### config.mk
export PLATFORM = sky130hd
export DESIGN_NAME = bus_mapped_serial_mul_div_unit
export DESIGN_NICKNAME = d
export VERILOG_FILES = /design/src/rtl/bmmdu_pkg.sv /design/src/rtl/bus_mapped_serial_mul_div_unit.sv
export VERILOG_INCLUDE_DIRS = /design/src /design/src/rtl
export SDC_FILE = /design/constraint.sdc
export NUM_CORES = 1
export LEC_CHECK = 0
export BUFFER_PORTS_ARGS = -buffer_cell sky130_fd_sc_hd__buf_4
export CAP_MARGIN = 20
export CELL_PAD_IN_SITES_DETAIL_PLACEMENT = 2
export CELL_PAD_IN_SITES_GLOBAL_PLACEMENT = 2
export CORE_ASPECT_RATIO = 0.75
export CORE_MARGIN = 1.5
export CORE_UTILIZATION = 39
export DETAILED_ROUTE_END_ITERATION = 10
export PLACE_DENSITY_LB_ADDON = 0.08
export SETUP_SLACK_MARGIN = 0.02
export SLEW_MARGIN = 0
export SYNTH_ARGS = -nofsm -noshare
export SYNTH_HDL_FRONTEND = slang
export SYNTH_SLANG_ARGS = --single-unit
### constraint.sdc
create_clock -name clock -period 9.2 [get_ports clock]
set_clock_uncertainty 0.2 [all_clocks]
set_input_delay 0.92 -clock clock [delete_from_list [all_inputs] [get_ports clock]]
set_output_delay 0.92 -clock clock [all_outputs]
set_load 0.02 [all_outputs]
### src/rtl/bus_mapped_serial_mul_div_unit_defines.svh
// ----------------------------------------------------------------------------
// Assertion macros for the bus-mapped multiply/divide unit
// Short forms for the concurrent checks used in the RTL.
// ----------------------------------------------------------------------------
`ifndef BUS_MAPPED_SERIAL_MUL_DIV_UNIT_DEFINES_SVH
`define BUS_MAPPED_SERIAL_MUL_DIV_UNIT_DEFINES_SVH

// Same-cycle implication, disabled while reset is high
`define BMMDU_ASSERT_NOW(label, clk, rst, ante, cons, msg) \
   label: assert property (@(posedge clk) disable iff (rst) (ante) |-> (cons)) \
      else $error(msg);

// Next-cycle implication, disabled while reset is high
`define BMMDU_ASSERT_NEXT(label, clk, rst, ante, cons, msg) \
   label: assert property (@(posedge clk) disable iff (rst) (ante) |=> (cons)) \
      else $error(msg);

`endif

### src/rtl/bmmdu_pkg.sv
// ----------------------------------------------------------------------------
// bmmdu_pkg
// Register map, request codes and step counts of the multiply/divide unit.
// ----------------------------------------------------------------------------
`timescale 1ns / 1ps

package bmmdu_pkg;

   // Request kinds carried on req_type
   typedef enum logic [1:0] {
      REQ_TICK  = 2'd0,
      REQ_READ  = 2'd1,
      REQ_WRITE = 2'd2
   } req_kind_type;

   // Operand registers (write side)
   localparam logic [15:0] ADDR_MUL_A   = 16'h4202;
   localparam logic [15:0] ADDR_MUL_B   = 16'h4203;
   localparam logic [15:0] ADDR_DIVD_LO = 16'h4204;
   localparam logic [15:0] ADDR_DIVD_HI = 16'h4205;
   localparam logic [15:0] ADDR_DIVISOR = 16'h4206;

   // Result registers (read side)
   localparam logic [15:0] ADDR_QUOT_LO = 16'h4214;
   localparam logic [15:0] ADDR_QUOT_HI = 16'h4215;
   localparam logic [15:0] ADDR_PROD_LO = 16'h4216;
   localparam logic [15:0] ADDR_PROD_HI = 16'h4217;

   // Step counts of one operation
   localparam logic [3:0] MUL_STEPS = 4'd8;
   localparam logic [4:0] DIV_STEPS = 5'd16;

endpackage

### src/rtl/bus_mapped_serial_mul_div_unit.sv
// ----------------------------------------------------------------------------
// bus_mapped_serial_mul_div_unit
// Register-mapped 8x8 shift-add multiplier and 16/8 restoring divider.
// ----------------------------------------------------------------------------
// Each request beat (tick, register read or register write) produces exactly
// one response beat, registered and presented in the next cycle; with the
// response side ready, a new request is taken every cycle. The response
// register sits between the two sides, so a request is still taken while the
// previous response waits, as long as that response is taken in the same
// cycle. A multiply needs 8 tick beats and a divide 16 tick beats after the
// start write; one tick beat advances the running operation by one step, set
// by a single 16-bit add (multiply) or 24-bit compare, 16-bit subtract (divide).
// ----------------------------------------------------------------------------
`timescale 1ns / 1ps
`include "bus_mapped_serial_mul_div_unit_defines.svh"

module bus_mapped_serial_mul_div_unit (
   input  logic        clock,
   input  logic        reset,
   // request channel
   input  logic        req_valid,
   output logic        req_ready,
   input  logic [1:0]  req_type,
   input  logic [15:0] req_address,
   input  logic [7:0]  req_write_data,
   // response channel
   output logic        rsp_valid,
   input  logic        rsp_ready,
   output logic [7:0]  rsp_read_data,
   output logic        rsp_busy_res,
   output logic        rsp_bad_address
);

   // architectural state
   logic [7:0]  mcand_low_ff, mcand_low_in;
   logic [15:0] dividend_ff,  dividend_in;
   logic [15:0] quot_ff,      quot_in;
   logic [15:0] prod_ff,      prod_in;
   logic [23:0] shop_ff,      shop_in;
   logic [3:0]  mul_left_ff,  mul_left_in;
   logic [4:0]  div_left_ff,  div_left_in;

   // response register
   logic        rsp_valid_ff;
   logic [7:0]  rd_ff, rd_in;
   logic        busy_ff;
   logic        bad_ff, bad_in;

   // one step of each operation
   logic [15:0] mul_quot, div_quot;
   logic [15:0] mul_prod, div_prod;
   logic [23:0] mul_shop, div_shop;
   logic        idle_now;
   logic        req_fire;
   bmmdu_pkg::req_kind_type req_kind;

   assign req_fire  = req_valid & req_ready;
   assign req_ready = ~rsp_valid_ff | rsp_ready;
   assign idle_now  = (mul_left_ff == 4'd0) && (div_left_ff == 5'd0);
   assign req_kind  = bmmdu_pkg::req_kind_type'(req_type);

   // multiply step: conditional add, then shift operand left and multiplier right
   always_comb begin
      mul_prod = quot_ff[0] ? (prod_ff + shop_ff[15:0]) : prod_ff;
      mul_shop = {shop_ff[22:0], 1'b0};
      mul_quot = {1'b0, quot_ff[15:1]};
   end

   // divide step: shift divisor right, try subtract, shift in quotient bit
   always_comb begin
      div_shop = {1'b0, shop_ff[23:1]};
      if ({8'd0, prod_ff} >= div_shop) begin
         div_prod = prod_ff - div_shop[15:0];
         div_quot = {quot_ff[14:0], 1'b1};
      end else begin
         div_prod = prod_ff;
         div_quot = {quot_ff[14:0], 1'b0};
      end
   end

   // decode the beat and form next state and response
   always_comb begin
      mcand_low_in = mcand_low_ff;
      dividend_in  = dividend_ff;
      quot_in      = quot_ff;
      prod_in      = prod_ff;
      shop_in      = shop_ff;
      mul_left_in  = mul_left_ff;
      div_left_in  = div_left_ff;
      rd_in        = 8'd0;
      bad_in       = 1'b0;
      case (req_kind)
         bmmdu_pkg::REQ_TICK: begin
            if (mul_left_ff != 4'd0) begin
               mul_left_in = mul_left_ff - 4'd1;
               prod_in     = mul_prod;
               shop_in     = mul_shop;
               quot_in     = mul_quot;
            end else if (div_left_ff != 5'd0) begin
               div_left_in = div_left_ff - 5'd1;
               prod_in     = div_prod;
               shop_in     = div_shop;
               quot_in     = div_quot;
            end
         end
         bmmdu_pkg::REQ_READ: begin
            unique case (req_address)
               bmmdu_pkg::ADDR_QUOT_LO: rd_in = quot_ff[7:0];
               bmmdu_pkg::ADDR_QUOT_HI: rd_in = quot_ff[15:8];
               bmmdu_pkg::ADDR_PROD_LO: rd_in = prod_ff[7:0];
               bmmdu_pkg::ADDR_PROD_HI: rd_in = prod_ff[15:8];
               default:                 bad_in = 1'b1;
            endcase
         end
         bmmdu_pkg::REQ_WRITE: begin
            unique case (req_address)
               bmmdu_pkg::ADDR_MUL_A: mcand_low_in = req_write_data;
               bmmdu_pkg::ADDR_MUL_B: begin
                  prod_in = 16'd0;
                  if (idle_now) begin
                     mul_left_in = bmmdu_pkg::MUL_STEPS;
                     quot_in     = {req_write_data, mcand_low_ff};
                     shop_in     = {16'd0, req_write_data};
                  end
               end
               bmmdu_pkg::ADDR_DIVD_LO: dividend_in = {dividend_ff[15:8], req_write_data};
               bmmdu_pkg::ADDR_DIVD_HI: dividend_in = {req_write_data, dividend_ff[7:0]};
               bmmdu_pkg::ADDR_DIVISOR: begin
                  prod_in = dividend_ff;
                  if (idle_now) begin
                     div_left_in = bmmdu_pkg::DIV_STEPS;
                     shop_in     = {req_write_data, 16'd0};
                  end
               end
               default: bad_in = 1'b1;
            endcase
         end
         default: ;
      endcase
   end

   // update state on an accepted request beat
   always_ff @(posedge clock) begin
      if (reset) begin
         mcand_low_ff <= 8'd0;
         dividend_ff  <= 16'd0;
         quot_ff      <= 16'd0;
         prod_ff      <= 16'd0;
         shop_ff      <= 24'd0;
         mul_left_ff  <= 4'd0;
         div_left_ff  <= 5'd0;
      end else if (req_fire) begin
         mcand_low_ff <= mcand_low_in;
         dividend_ff  <= dividend_in;
         quot_ff      <= quot_in;
         prod_ff      <= prod_in;
         shop_ff      <= shop_in;
         mul_left_ff  <= mul_left_in;
         div_left_ff  <= div_left_in;
      end
   end

   // hold the response valid until taken
   always_ff @(posedge clock) begin
      if (reset) begin
         rsp_valid_ff <= 1'b0;
      end else if (req_fire) begin
         rsp_valid_ff <= 1'b1;
      end else if (rsp_ready) begin
         rsp_valid_ff <= 1'b0;
      end
   end

   // load the response payload
   always_ff @(posedge clock) begin
      if (req_fire) begin
         rd_ff   <= rd_in;
         busy_ff <= (mul_left_in != 4'd0) || (div_left_in != 5'd0);
         bad_ff  <= bad_in;
      end
   end

   assign rsp_valid       = rsp_valid_ff;
   assign rsp_read_data   = rd_ff;
   assign rsp_busy_res    = busy_ff;
   assign rsp_bad_address = bad_ff;

   // checks
   `BMMDU_ASSERT_NOW(a_one_op, clock, reset, 1'b1, (mul_left_ff == 4'd0) || (div_left_ff == 5'd0), "multiply and divide running together")
   `BMMDU_ASSERT_NOW(a_step_range, clock, reset, 1'b1, (mul_left_ff <= bmmdu_pkg::MUL_STEPS) && (div_left_ff <= bmmdu_pkg::DIV_STEPS), "step counter out of range")
   `BMMDU_ASSERT_NEXT(a_tick_step, clock, reset, req_fire && (req_kind == bmmdu_pkg::REQ_TICK) && (mul_left_ff != 4'd0), mul_left_ff == $past(mul_left_ff) - 4'd1, "tick did not advance multiply")
   `BMMDU_ASSERT_NEXT(a_busy_flag, clock, reset, req_fire, rsp_busy_res == ((mul_left_ff != 4'd0) || (div_left_ff != 5'd0)), "busy flag disagrees with step counters")
   `BMMDU_ASSERT_NOW(a_bad_zero, clock, reset, rsp_valid_ff && bad_ff, rd_ff == 8'd0, "bad address beat carries read data")

endmodule

==> out/metrics.csv <==
stage;metric;value;unit
timing;drv_slew;0;
final_layout;drive_gt1_frac;0.105;
clock_network;cts_setup_buffers;0;
floorplanning;die_h;116;um
timing;maxSlewHeadroom;0.291;
worst_setup_path;startpoint;mul_left_ff[0];
clock_network;post_cts_resized;0;
worst_setup_path;cp-end-kind;register;
yosys;avgSynthCellArea;7.65;um2
final_layout;multiInputGateArea;4250;um2
yosys;synthFlopType;dfxtp_1;
clock_network;cts_tree;built;
final_layout;n_antenna_cell;0;
clock_network;cts_buffers;9;
yosys;yosysWarnings;0;
yosys;synth_cell_types;60;
floorplanning;dieArea;17900;um2
clock_network;cts.hold.buffers_added;0;
pwr;p_leak;2.78;nW
timing;max_slew.worst_pin.slew;1.06;ns
route;routedWlPerCell;24.3;um
yosys;synth.top_cells.by_area;dfxtp_1 (27%), nand2_1 (7.4%), ha_1 (7.3%), a21oi_1 (6.6%), mux2i_1 (6.1%);
global_route;grt_pass1_vias;7265;
timing;setup_viol;0;
route;vias_per_cell;6.20;
clock_network;worst_skew_pair.late_latency;0.36;ns
yosys;syn_area;6680;um2
worst_setup_path;r2r_start;mul_left_ff[0];
clock_network;clkTransAtPathRegs;0.08;ns
pwr;ir_drop;0.0000869;V
global_route;groute.usage.overall;0.300;
worst_setup_path;critPathKind;reg2reg;
timing;hold_viol_final;0;
status;status;finished clean;
yosys;yosys-top-cells-count;nand2_1 (131), nor2_1 (104), dfxtp_1 (90), a21oi_1 (88), o21ai_0 (51);
yosys;synth-edff-count;10;
placed_design;place.gp.congestion;0.866;
pwr;powerDensity;144;nW/um2
yosys;ys_seq_elements;100;
clock_network;clockBufferDepth;2;
yosys;yosys.area.top_type_share;0.270;
floorplanning;core;16800;um2
worst_setup_path;start_kind;register;
flow_run;maxCapViolCount;0;
yosys;yosys.area.top_type;dfxtp_1;
yosys;seq_area_frac_synth;0.315;
placed_design;placed_area;7100;um2
route;ant_nets;0;
worst_setup_path;crit_arrival;4.94;ns
timing;fin_crit_sh;0.538;
floorplanning;rows;41;
route;first_iter_violations;478;
clock_network;clock-root-buffer;clkbuf_16;
route;drc_errors;0;
floorplanning;io_pins;42;
route;firstDrtPassIters;7;
global_route;grt_start_max_net_pins;91;
hold_path;hp-start;dividend_ff[0];
final_layout;area_delta_synth_final;11.4;%
final_layout;final_util;0.444;
route;num_vias;6809;
timing;rsz0062_at_grt;no;
final_layout;nets;949;
final_layout;register_area;2100;um2
placed_design;hpwl;18800;um
clock_network;numClockSinks;100;
yosys;yosysMostFrequentCell;nand2_1;
yosys;synthCells;873;
timing;fin_crit;4.95;ns
yosys;synth_fp_nets;943;
floorplanning;die_w;154;um
pwr;totalPowerFinal;1.07;mW
worst_setup_path;critPathMaxFanout;35;
placed_design;portBuffers;41;
hold_path;hold_class;reg2reg;
global_route;antenna_found_initial;0;
final_layout;fill_cells;1904;
global_route;grt_pass1_wl;41400;um
global_route;overflow;0;
timing;setup_tns;0;ns
worst_setup_path;reg2reg_slack;4.25;ns
clock_network;htree_levels;3;
worst_setup_path;required;9.20;ns
final_layout;final_area;7440;um2
floorplanning;initial_utilization;0.398;
yosys;synthArstFlopShare;0;
timing;fmax;202;MHz
route;routed_wl;26700;um
==> metal layers <==
| layer | part of all wire | global-route usage |
|---|---|---|
| met3 | 0.040 | 0.0460 |
| met1 | 0.46 | 0.396 |
| met2 | 0.48 | 0.521 |
| met4 | 0.017 | 0.0738 |
| met5 | 0 | 0 |
==> through the flow <==
step,cells,worst slack (ns),hold WS (ns)
detailed placement,1080,4.34,0.257
finish,1098,4.25,0.273
global placement,1080,4.62,0.244
global route,1098,3.94,0.290
floorplan,873,5.33,0.227
CTS,1095,4.28,0.271
==> registers in the layout, indices dropped and copies added, names as in the netlist, 4 cells and up <==
| register | cells |
|---|---|
| mcand_low_ff | 8 |
| mul_left_ff | 4 |
| rsp_read_data | 8 |
| div_left_ff | 5 |
| prod_ff | 16 |
| quot_ff | 16 |
| dividend_ff | 16 |
| shop_ff | 24 |
==> final cells by class <==
cell class | instances | area share
multi-input cells | 687 | 0.572
clock inverters | 6 | 0.00774
flip-flops and latches | 100 | 0.283
repair buffers | 51 | 0.0565
clock buffers | 9 | 0.0303
inverters | 30 | 0.0151
well taps | 215 | 0.0362
==> report_power, final <==
| group | leakage [nW] | switching, mW | internal, mW |
|---|---|---|---|
| combinational | 1.81 | 0.139 | 0.0726 |
| sequential | 0.828 | 0.0180 | 0.452 |
| clock | 0.140 | 0.197 | 0.189 |
| total | 2.78 | 0.354 | 0.713 |
==> layout by cell type (no fill, tap or decap), drive strengths merged, types with 3 or more instances in the layout <==
cell type	n
a211oi	31
a21o	8
a21oi	89
a222oi	8
a22o	4
a22oi	15
a311oi	3
a31o	3
a31oi	12
and2	4
and3	12
buf	50
clkbuf	10
clkinv	3
dfxtp	90
edfxtp	10
ha	39
inv	33
mux2	8
mux2i	41
nand2	131
nand2b	6
nand3	23
nand4	6
nor2	104
nor3	19
nor4	16
nor4b	5
o21ai	51
o31ai	4
xnor2	9
xor2	6
==> logic make-up after synthesis <==
group,Yosys count,share of synthesized area
AO/OA/AOI/OAI,246,0.233
XOR/XNOR,15,0.0197
adder cells (fa/ha/maj),40,0.0760
buffers and inverters,86,0.0521
flip-flops,100,0.315
multiplexers,49,0.0749
AND/OR/NAND/NOR,337,0.230
==> critical path, stage by stage (launching register included) <==
cell      delay [ns]
dfxtp_1         0.36
inv_1           0.08
ha_1            0.26
nor3b_2         0.40
buf_4           0.45
buf_4           0.43
nand2_1         0.17
o21ai_0         0.11
a21oi_1         0.09
ha_1            0.36
a21oi_1         0.16
o21ai_0         0.27
o21ai_0         0.27
nor3b_1         0.47
o21bai_1        0.15
a21oi_1         0.21
mux2i_1         0.21
a311oi_1        0.10
==> final timing paths <==
kind | cells after the start | end
max reg2reg | 17 | prod_ff[13]
min reg2reg | 2 | dividend_ff[0]
min | 2 | dividend_ff[0]
max | 17 | prod_ff[13]
(Power assumes the default switching activity.)
